<file path="src/design/qdwc_pkg.sv">
// Package: shared types, register indexes and constants for the depthwise conv MAC.
package qdwc_pkg;

  localparam int unsigned QueueDepth = 4;
  localparam int unsigned QueuePtrW  = $clog2(QueueDepth);
  localparam int unsigned QueueCntW  = $clog2(QueueDepth + 1);

  typedef enum logic [2:0] {
    REG_INPUT_ZP   = 3'd0,
    REG_FILTER_ZP  = 3'd1,
    REG_MULTIPLIER = 3'd2,
    REG_SHIFT      = 3'd3,
    REG_OUTPUT_ZP  = 3'd4,
    REG_CLAMP_LOW  = 3'd5,
    REG_CLAMP_HIGH = 3'd6
  } cfg_idx_e;

  typedef struct packed {
    logic        [7:0]  input_zp;
    logic        [7:0]  filter_zp;
    logic signed [31:0] multiplier;
    logic        [4:0]  shift;
    logic        [7:0]  output_zp;
    logic        [7:0]  clamp_low;
    logic        [7:0]  clamp_high;
  } cfg_t;

  typedef struct packed {
    logic signed [16:0] prod;
    logic signed [31:0] bias;
    logic               first;
    logic               last;
  } item_t;

  typedef struct packed {
    logic  valid;
    item_t item;
  } q_head_t;

endpackage

</file>
<file path="src/design/qdwc_front.sv">
// Front end: removes zero points, forms the tap product and packs the item.
module qdwc_front
  import qdwc_pkg::*;
(
  input  cfg_t               cfg_i,
  input  logic        [7:0]  sample_i,
  input  logic        [7:0]  tap_i,
  input  logic signed [31:0] bias_i,
  input  logic               first_i,
  input  logic               last_i,
  output item_t              item_o
);

  logic signed [8:0]  a;
  logic signed [8:0]  b;
  logic signed [17:0] prod_full;

  always_comb begin
    a         = $signed({1'b0, sample_i}) - $signed({1'b0, cfg_i.input_zp});
    b         = $signed({1'b0, tap_i}) - $signed({1'b0, cfg_i.filter_zp});
    prod_full = a * b;
    item_o.prod  = prod_full[16:0];
    item_o.bias  = bias_i;
    item_o.first = first_i;
    item_o.last  = last_i;
  end

endmodule

</file>
<file path="src/design/qdwc_queue.sv">
// Short item queue between the front end and the accumulate/requantize back end.
module qdwc_queue
  import qdwc_pkg::*;
(
  input  logic    clk_i,
  input  logic    rst_ni,
  input  logic    wr_en_i,
  input  item_t   wr_item_i,
  output logic    full_o,
  input  logic    rd_en_i,
  output q_head_t head_o
);

  item_t                mem_q [QueueDepth];
  logic [QueuePtrW-1:0] wr_ptr_q, wr_ptr_d;
  logic [QueuePtrW-1:0] rd_ptr_q, rd_ptr_d;
  logic [QueueCntW-1:0] cnt_q, cnt_d;
  logic                 do_wr;
  logic                 do_rd;

  always_comb begin
    full_o       = (cnt_q == QueueCntW'(QueueDepth));
    head_o.valid = (cnt_q != '0);
    head_o.item  = mem_q[rd_ptr_q];
    do_wr        = wr_en_i && !full_o;
    do_rd        = rd_en_i && head_o.valid;
    wr_ptr_d     = do_wr ? wr_ptr_q + 1'b1 : wr_ptr_q;
    rd_ptr_d     = do_rd ? rd_ptr_q + 1'b1 : rd_ptr_q;
    cnt_d        = cnt_q;
    if (do_wr && !do_rd) begin
      cnt_d = cnt_q + 1'b1;
    end else if (do_rd && !do_wr) begin
      cnt_d = cnt_q - 1'b1;
    end
  end

  always_ff @(posedge clk_i or negedge rst_ni) begin
    if (!rst_ni) begin
      wr_ptr_q <= '0;
      rd_ptr_q <= '0;
      cnt_q    <= '0;
    end else begin
      wr_ptr_q <= wr_ptr_d;
      rd_ptr_q <= rd_ptr_d;
      cnt_q    <= cnt_d;
    end
  end

  always_ff @(posedge clk_i) begin
    if (do_wr) begin
      mem_q[wr_ptr_q] <= wr_item_i;
    end
  end

endmodule

</file>
<file path="src/design/qdwc_back.sv">
// Back end: accumulator and the five-stage requantize pipeline with result register.
module qdwc_back
  import qdwc_pkg::*;
(
  input  logic       clk_i,
  input  logic       rst_ni,
  input  cfg_t       cfg_i,
  input  q_head_t    head_i,
  output logic       rd_en_o,
  output logic       empty,
  input  logic       pop,
  output logic [7:0] result_byte_o
);

  logic signed [31:0] acc_q, acc_d;

  logic               v0_q, v1_q, v2_q, v3_q, v4_q;
  logic               r0, r1, r2, r3, r4;
  logic signed [31:0] s0_acc_q;
  logic signed [63:0] s1_p_q;
  logic signed [31:0] s2_h_q;
  logic signed [15:0] s3_v_q;
  logic        [7:0]  s4_byte_q;

  logic signed [63:0] p_d;
  logic signed [63:0] t;
  logic signed [32:0] h_wide;
  logic signed [31:0] h_d;
  logic signed [32:0] rnd;
  logic signed [32:0] rsum;
  logic signed [32:0] shifted;
  logic signed [15:0] v16_d;
  logic signed [17:0] w;
  logic        [7:0]  byte_sat;
  logic        [7:0]  byte_d;

  always_comb begin
    r4 = !v4_q || pop;
    r3 = !v3_q || r4;
    r2 = !v2_q || r3;
    r1 = !v1_q || r2;
    r0 = !v0_q || r1;

    rd_en_o = head_i.valid && (!head_i.item.last || r0);
    acc_d   = (head_i.item.first ? head_i.item.bias : acc_q)
              + 32'(head_i.item.prod);

    p_d = s0_acc_q * cfg_i.multiplier;

    // rounding doubling high multiply
    t      = s1_p_q + 64'sd1073741824;
    h_wide = t[63:31];
    if (h_wide[32] != h_wide[31]) begin
      h_d = h_wide[32] ? 32'sh80000000 : 32'sh7fffffff;
    end else begin
      h_d = h_wide[31:0];
    end

    // rounding right shift, ties up
    rnd     = (cfg_i.shift == 5'd0) ? 33'sd0 : 33'sd1 <<< (cfg_i.shift - 5'd1);
    rsum    = {s2_h_q[31], s2_h_q} + rnd;
    shifted = rsum >>> cfg_i.shift;
    if (shifted > 33'sd32767) begin
      v16_d = 16'sh7fff;
    end else if (shifted < -33'sd32768) begin
      v16_d = 16'sh8000;
    end else begin
      v16_d = shifted[15:0];
    end

    w = 18'(s3_v_q) + $signed({10'd0, cfg_i.output_zp});
    if (w < 18'sd0) begin
      byte_sat = 8'd0;
    end else if (w > 18'sd255) begin
      byte_sat = 8'd255;
    end else begin
      byte_sat = w[7:0];
    end
    byte_d = byte_sat;
    if (byte_d < cfg_i.clamp_low) begin
      byte_d = cfg_i.clamp_low;
    end
    if (byte_d > cfg_i.clamp_high) begin
      byte_d = cfg_i.clamp_high;
    end

    empty         = !v4_q;
    result_byte_o = s4_byte_q;
  end

  always_ff @(posedge clk_i or negedge rst_ni) begin
    if (!rst_ni) begin
      acc_q <= '0;
      v0_q  <= 1'b0;
      v1_q  <= 1'b0;
      v2_q  <= 1'b0;
      v3_q  <= 1'b0;
      v4_q  <= 1'b0;
    end else begin
      if (rd_en_o) begin
        acc_q <= acc_d;
      end
      if (r0) begin
        v0_q <= rd_en_o && head_i.item.last;
      end
      if (r1) begin
        v1_q <= v0_q;
      end
      if (r2) begin
        v2_q <= v1_q;
      end
      if (r3) begin
        v3_q <= v2_q;
      end
      if (r4) begin
        v4_q <= v3_q;
      end
    end
  end

  always_ff @(posedge clk_i) begin
    if (r0 && rd_en_o && head_i.item.last) begin
      s0_acc_q <= acc_d;
    end
    if (r1 && v0_q) begin
      s1_p_q <= p_d;
    end
    if (r2 && v1_q) begin
      s2_h_q <= h_d;
    end
    if (r3 && v2_q) begin
      s3_v_q <= v16_d;
    end
    if (r4 && v3_q) begin
      s4_byte_q <= byte_d;
    end
  end

endmodule

</file>
<file path="src/design/quantized_depthwise_conv_mac.sv">
// Top level: config registers, front end, item queue and requantizing back end.
//
// Usage: each item brings one sample, one filter tap, the channel bias and the
// first/last marks of an output window. Items go in on push/full and are taken
// at any edge where push is high and full is low. The front end subtracts the
// zero points and forms the tap product, then the item waits in a four-deep
// queue. The back end takes one item per cycle from the queue into the 32-bit
// wrapping accumulator, but an item marked last waits at the queue head while
// the pipeline cannot take it. It yields one result byte after the requantize
// pipeline (high multiply, rounding shift, saturate, clamp); the byte is on
// result_byte_o while empty is low and leaves at an edge with pop high. The
// item passes the queue and back-end stages s0 to s4, registered around the
// 32x32 multiplier, before empty falls. With pop low the pipeline fills, last
// items back up the queue and full rises. The user must write registers on
// the cfg channel (always ready) only while the block is idle, unchecked by
// the block. Reset clears accumulator, queue, pipeline, registers to defaults.
module quantized_depthwise_conv_mac
  import qdwc_pkg::*;
(
  input  logic        clk_i,
  input  logic        rst_ni,
  input  logic        push,
  output logic        full,
  input  logic [7:0]  sample_i,
  input  logic [7:0]  tap_i,
  input  logic [31:0] bias_i,
  input  logic        first_i,
  input  logic        last_i,
  output logic        empty,
  input  logic        pop,
  output logic [7:0]  result_byte_o,
  input  logic        cfg_valid_i,
  output logic        cfg_ready_o,
  input  logic [2:0]  cfg_index_i,
  input  logic [31:0] cfg_data_i
);

  cfg_t    cfg_q;
  item_t   front_item;
  q_head_t head;
  logic    rd_en;

  assign cfg_ready_o = 1'b1;

  always_ff @(posedge clk_i or negedge rst_ni) begin
    if (!rst_ni) begin
      cfg_q.input_zp   <= 8'd0;
      cfg_q.filter_zp  <= 8'd0;
      cfg_q.multiplier <= 32'sh40000000;
      cfg_q.shift      <= 5'd0;
      cfg_q.output_zp  <= 8'd0;
      cfg_q.clamp_low  <= 8'd0;
      cfg_q.clamp_high <= 8'd255;
    end else if (cfg_valid_i && cfg_ready_o) begin
      case (cfg_idx_e'(cfg_index_i))
        REG_INPUT_ZP:   cfg_q.input_zp   <= cfg_data_i[7:0];
        REG_FILTER_ZP:  cfg_q.filter_zp  <= cfg_data_i[7:0];
        REG_MULTIPLIER: cfg_q.multiplier <= $signed(cfg_data_i);
        REG_SHIFT:      cfg_q.shift      <= cfg_data_i[4:0];
        REG_OUTPUT_ZP:  cfg_q.output_zp  <= cfg_data_i[7:0];
        REG_CLAMP_LOW:  cfg_q.clamp_low  <= cfg_data_i[7:0];
        REG_CLAMP_HIGH: cfg_q.clamp_high <= cfg_data_i[7:0];
        default: ;
      endcase
    end
  end

  qdwc_front u_front (
    .cfg_i    (cfg_q),
    .sample_i (sample_i),
    .tap_i    (tap_i),
    .bias_i   ($signed(bias_i)),
    .first_i  (first_i),
    .last_i   (last_i),
    .item_o   (front_item)
  );

  qdwc_queue u_queue (
    .clk_i     (clk_i),
    .rst_ni    (rst_ni),
    .wr_en_i   (push),
    .wr_item_i (front_item),
    .full_o    (full),
    .rd_en_i   (rd_en),
    .head_o    (head)
  );

  qdwc_back u_back (
    .clk_i         (clk_i),
    .rst_ni        (rst_ni),
    .cfg_i         (cfg_q),
    .head_i        (head),
    .rd_en_o       (rd_en),
    .empty         (empty),
    .pop           (pop),
    .result_byte_o (result_byte_o)
  );

endmodule
</file>
<file path="config.mk">
export PLATFORM = sky130hd
export DESIGN_NAME = quantized_depthwise_conv_mac
export DESIGN_NICKNAME = d
export VERILOG_FILES = /design/src/design/qdwc_pkg.sv /design/src/design/qdwc_front.sv /design/src/design/qdwc_queue.sv /design/src/design/qdwc_back.sv /design/src/design/quantized_depthwise_conv_mac.sv
export SDC_FILE = /design/constraint.sdc
export NUM_CORES = 2
export LEC_CHECK = 0
export ABC_CLOCK_PERIOD_IN_PS = 10600
export BUFFER_PORTS_ARGS = -buffer_cell sky130_fd_sc_hd__buf_2
export CORE_MARGIN = 2
export CORE_UTILIZATION = 33
export CTS_BUF_LIST = sky130_fd_sc_hd__clkbuf_8
export CTS_CLUSTER_DIAMETER = 80
export DETAILED_ROUTE_END_ITERATION = 12
export GPL_TIMING_DRIVEN = 0
export PLACE_DENSITY = 0.51
export REMOVE_ABC_BUFFERS = 1
export SYNTH_ARGS = -nofsm -noshare
export SYNTH_HDL_FRONTEND = slang
export SYNTH_HIERARCHICAL = 1
export SYNTH_SLANG_ARGS = --single-unit
</file>
<file path="constraint.sdc">
create_clock -name clk_i -period 10.6 [get_ports clk_i]
set_clock_uncertainty 0.1 [all_clocks]
set_input_delay 2.12 -clock clk_i [delete_from_list [all_inputs] [get_ports clk_i]]
set_output_delay 2.12 -clock clk_i [all_outputs]
set_load 0.03 [all_outputs]
</file>
; Yosys cells after proc, flatten, opt, wreduce, memory -nomap -nowiden
; Memory sizes are Yosys's and may differ from the RTL's.
; Cells that the tools add are included.
[word_totals]
in_bits = 90
ff_bits = 273
ramBits = 204
memories = 1
output_inout_bits = 11
[memory_table]
columns = name, words, word_bits, rd, rd_clocked_by_memory_dff, write_ports, line_no
row1 = u_queue.mem_q, 4, 51, 1, 0, 1, qdwc_queue.sv:14  ; item_t mem_q [QueueDepth];
[op_classes]
n_shift = 2
mux = 13
reduce_logical = 38
eq_ne = 8
n_lt_le_gt_ge = 6
addsub = 11
n_mul = 2
[op_table]
columns = operator, count
row1 = $mux W32, 3
row2 = $add A64 B32 Y64 const B, 1
row3 = $mul A32 B32 Y64, 1
row4 = $add A33 B33 Y33, 1
row5 = $gt A33 B16 Y1 const B, 1
row6 = $lt A33 B16 Y1 const B, 1
row7 = $mux W33, 1
row8 = $sshl A2 B5 Y33 const A, 1
row9 = $sshr A33 B5 Y33, 1
row10 = $add A32 B17 Y32, 1
row11 = $mux W8, 4
row12 = $gt A18 B9 Y1 const B, 1
row13 = $lt A18 B1 Y1 const B, 1
row14 = $sub A8 B8 Y9, 2
row15 = $add A16 B9 Y17, 1
row16 = $mul A9 B9 Y17, 1
row17 = $mux W16, 1
row18 = $reduce_and A2 Y1, 7
row19 = $eq A3 B3 Y1 const B, 4
row20 = $logic_and A1 B1 Y1, 12
row21 = $logic_not A1 Y1, 9
row22 = $gt A8 B8 Y1, 1
row23 = $lt A8 B8 Y1, 1
row24 = $eq A3 B2 Y1 const B, 2
row25 = other kinds (13), 21

; Logic depth before layout (Yosys ltp)
[depth]
ltp_word = 12
mapped_depth = 32
mapped_depth_nobuf = 31

; By module
; The synthesis kept the hierarchy.
[modules_own_cells]
columns = module, instances, area_each_um2, cells_per_inst
row1 = qdwc_back, 1, 47740.8, 5106
row2 = qdwc_queue, 1, 7847.5, 302
row3 = qdwc_front, 1, 3927.5, 465
row4 = quantized_depthwise_conv_mac, 1, 2950.3, 170

; Least setup slack after synthesis
; OpenSTA, ideal clock, no wires.
[synth_path]
path_kind = reg-to-reg
startpoint = register cfg_q[32] in the netlist's numbering
endpoint = register u_back.s1_p_q[62], data pin
setup_ns = 0.258
arrival_time_ns = 7.866
path_stages_with_launch = 26
path_slack_ns = 2.376
path_buffers = 1
required_ns = 10.242
path_cell_list = dfrtp_1 > clkbuf_1 > nand2_1 > fa_1 > fa_1 > inv_1 > fa_1 > fa_1 > fa_1 > fa_1 > fa_1 > fa_1 > ha_1 > a21o_1 > a21o_1 > a21o_1 > a21o_1 > a21o_1 > a211o_1 > a21oi_1 > nand4b_1 > a31oi_1 > a21oi_1 > o21ai_0 > a21oi_1 > xnor2_1
[synth_between]
elab_chain_len = 1
[synth_rtl]
columns = item, line_no
row1 = from (decl), quantized_depthwise_conv_mac.sv:38  ; cfg_t cfg_q;
row2 = $mul A32 B32 Y64, qdwc_back.sv:48  ; p_d = s0_acc_q * cfg_i.multiplier;
row3 = named net u_back.p_d[62], qdwc_back.sv:25  ; logic signed [63:0] p_d;
row4 = to (signal assigned), qdwc_back.sv:126  ; s1_p_q <= p_d;
row5 = to (decl), qdwc_back.sv:20  ; logic signed [63:0] s1_p_q;
; The timed path passes the listed nets, and every way through them passes these cells.
; A chain may end at the register's enable or synchronous reset.

; Final worst setup path
[layout_path]
startpoint = register u_back.s0_acc_q[19]
endpoint = register u_back.s1_p_q[63], data pin
[layout_between]
elab_chain_len = 1
[layout_rtl]
columns = item, line_no
row1 = from (decl), qdwc_back.sv:19  ; logic signed [31:0] s0_acc_q;
row2 = from (signal assigned), qdwc_back.sv:123  ; s0_acc_q <= acc_d;
row3 = $mul A32 B32 Y64, qdwc_back.sv:48
row4 = named net u_back.p_d[63], qdwc_back.sv:25
; The timed path passes the listed nets, and every way through them passes these cells.

==> run_results.csv <==
group,metric,value,unit
outcome,status,"complete, no violations",
die,dieHeight,439,um
synth,synth-seq-cells,447,
synth,synth_area,62500,sq um
place,place_congestion,0.855,
cells_and_area,n_fill_cell,18810,
sta,rsz0062_at_grt,"false",
synth,ys.flop_type,"edfxtp_1",
critical_path,worstSetupStartpoint,"u_back/s0_acc_q[19]",
place,portBuffers,99,
critical_path,critical_path.top_delay_family,"adder cells",
critical_path,crit_fanout,19,
die,die_x,439,um
die,rows,159,
sta,worst_pin_slew,1370,ps
global_route,antenna_found_initial,9,
place,dpl_cell_area,66600,sq um
detailed_routing,drt_pre_antenna_iters,5,
detailed_routing,finalWirelength,170000,um
cells_and_area,multi_input_area,44000,sq um
synth,synth_cell_types,101,
global_route,grt_max_degree,76,
global_route,gr-total-overflow,0,
critical_path,critPathSlowestCell,"edfxtp_1",
synth,synth_xor_area_share,2.27,%
synth,async_flop_share,27.1,%
detailed_routing,wl_per_cell,19.9,um
synth,synthMuxAreaShare,4.87,%
detailed_routing,vias,42059,
synth,synthCells,6043,
die,floorplan.initialDensity,33.2,%
place,hpwlAfterDp,132000,um
cells_and_area,ff_latch_area,12900,sq um
die,die-area,193000,sq um
critical_path,r2r_start,"u_back/s0_acc_q[19]",
critical_path,crit_arrival,10450,ps
critical_path,path_buf_inv,2,
global_route,grt_pass1_vias,46794,
sta,period_share,95.1,%
synth,synth-adder-area-share,43.5,%
die,coreArea,188000,sq um
sta,fin_crit,10080,ps
min_path,min_delay_path_depth,2,
critical_path,crit_cells,25,
critical_path,rr_worst_depth,25,
synth,synth-simple-area-share,13.7,%
synth,syn_area_per_cell,10.3,sq um
cells_and_area,area_growth,9.29,%
die,pin_count,101,
critical_path,worst_ep_required_time,10960,ps
clocking,cts_max_path_buffers,3,
cells_and_area,drive_above_1_share,8.94,%
clocking,htree_num_levels,3,
min_path,min_path_type,"register to register",
detailed_routing,via_per_inst,4.92,
synth,ys_warn_count,6,
clocking,cts_sinks,447,
run,maxCapViolations,0,
detailed_routing,postRouteAntennaNets,0,
synth,synth-seq-area-share,20.5,%
synth,synth_compound_area_share,6.06,%
sta,fmax,0.0992,GHz
critical_path,worstSetupStartpointType,"register",
sta,slew_headroom,8.71,%
critical_path,cp_slowest_stage_delay,1090,ps
cells_and_area,finalInstanceArea,68300,sq um
detailed_routing,drt-initial-drc-count,2623,
critical_path,cp_common_cell,"fa_1",
sta,finalSetupViolations,0,
clocking,cts-root-buf,"clkbuf_8",
global_route,grt.total_usage,18.3,%
critical_path,crit_type,"register to register",
clocking,path_clk_slew,60,ps
clocking,clkLatencyLatePin,760,ps
detailed_routing,drc_errors,0,
clocking,tritoncts,"done",
critical_path,endpoint_kind,"register",
clocking,numCtsBuffers,75,
cells_and_area,final_net_count,7557,
sta,drv_slew,0,
synth,synth_edf_count,326,
sta,hold_viol,0,
synth,synth_top_family_by_area,"adder cells",
global_route,grt_pass1_wl,272000,um
min_path,min_from,"u_back/acc_q[24]",
[flip-flops by register name, summed over array words and instances (netlist names)]
register	flops
u_back/v0_q	1
u_queue/mem_q	204
u_back/v2_q	1
u_back/s1_p_q	34
u_back/v4_q	1
u_back/result_byte_o	8
u_back/v1_q	1
u_back/s2_h_q	32
u_queue/rd_ptr_q	2
u_back/s0_acc_q	32
u_back/s3_v_q	16
u_back/v3_q	1
u_queue/wr_ptr_q	2
u_queue/cnt_q	3
u_back/acc_q	32
cfg_q	77
[worst min-delay path, stage by stage, from the launching register on]
cell     delay, ps
dfrtp_1        340
nand2_1         50
nand2_1         50
[Yosys cell counts, types with 98 or more instances]
cell type,n,area [sq um]
fa_1,1154,23100
inv_1,1112,4170
nand2_1,736,2760
and2_1,528,3300
edfxtp_1,326,9790
ha_1,324,4050
clkbuf_1,243,912
nor2_1,195,732
a21oi_1,131,656
o21ai_0,130,651
dfrtp_1,112,2800
xnor2_1,98,858
[layout by cell type, fill, tap and decap left out, types with 32 or more instances in the layout]
cell type,n
dfrtp_1,82
a211oi_1,34
xnor2_1,98
mux2_2,89
clkbuf_8,81
inv_1,1129
nand3_1,46
ha_1,324
a21oi_1,131
nor3_1,46
fa_1,1154
nand2_1,736
nor2b_1,32
mux2i_1,48
edfxtp_1,326
o21ai_0,130
and2_1,523
a21o_1,68
buf_2,98
nor2_1,194
mux4_2,50
xor2_1,61
nand2b_1,39
buf_16,50
[worst paths after layout]
check | endpoint | slack (ps)
setup / recovery | u_back/s1_p_q[63] | 520
hold / removal | u_back/acc_q[24] | 370
setup reg to reg | u_back/s1_p_q[63] | 520
hold reg to reg | u_back/acc_q[24] | 370
max in group asynchronous | cfg_q[40] | 8230
min in group asynchronous | cfg_q[29] | 1250
[cells by family (layout without fill, tap and decap cells)]
| logic type | count (synthesis) | after routing |
|---|---|---|
| xor gates and xnor gates | 160 | 160 |
| adders and majority gates | 1478 | 1478 |
| AOI/OAI and AO/OA | 561 | 561 |
| muxes | 221 | 221 |
| DFF | 447 | 447 |
| buffers and inverters | 1432 | 1438 |
| other | 2 | 5 |
| and+or+nand+nor | 1742 | 1742 |
[per-stage QoR]
stage	worst slack [ps]	util, %	hold WS (ps)	instances	setup TNS (ps)
global placement	-267	34.4	353	8321	-576
CTS	64.9	36.3	377	8539	0
global route	56.0	36.3	401	8545	0
finish	517	36.3	372	8547	0
floorplan	2180	-	340	5727	0
detailed placement	55.9	35.4	361	8401	0
[metal layers]
| layer | vias to the layer above | share of wire [%] | GRT usage [%] |
|---|---|---|---|
| li1 | 18793 | - | - |
| met5 | - | 0 | 0 |
| met2 | 1062 | 50 | 32.2 |
| met3 | 270 | 5.0 | 2.14 |
| met1 | 21934 | 42 | 23.5 |
| met4 | 0 | 3.0 | 5.43 |
[what timing repair did]
item,in CTS,in global routing
setup buffers,0,3
hold buffers,0,0
cloned,1,0
endpoints found under the setup margin,1,2
resized for setup,1,0
[area by class of cell]
class	instances	share of cell area (%)
diodes	3	0.0110
clock buffers	81	1.63
clock inverters	56	0.676
inverters	1116	6.14
multi-input cells	4164	64.5
flip-flops and latches	447	18.9
well taps	2495	4.57
repair buffers	184	3.58
repair inverters	1	0.00733
Power is left out: the tool's default activity adds up to more than one toggle a clock period on the data nets, which glitch-free logic cannot reach.
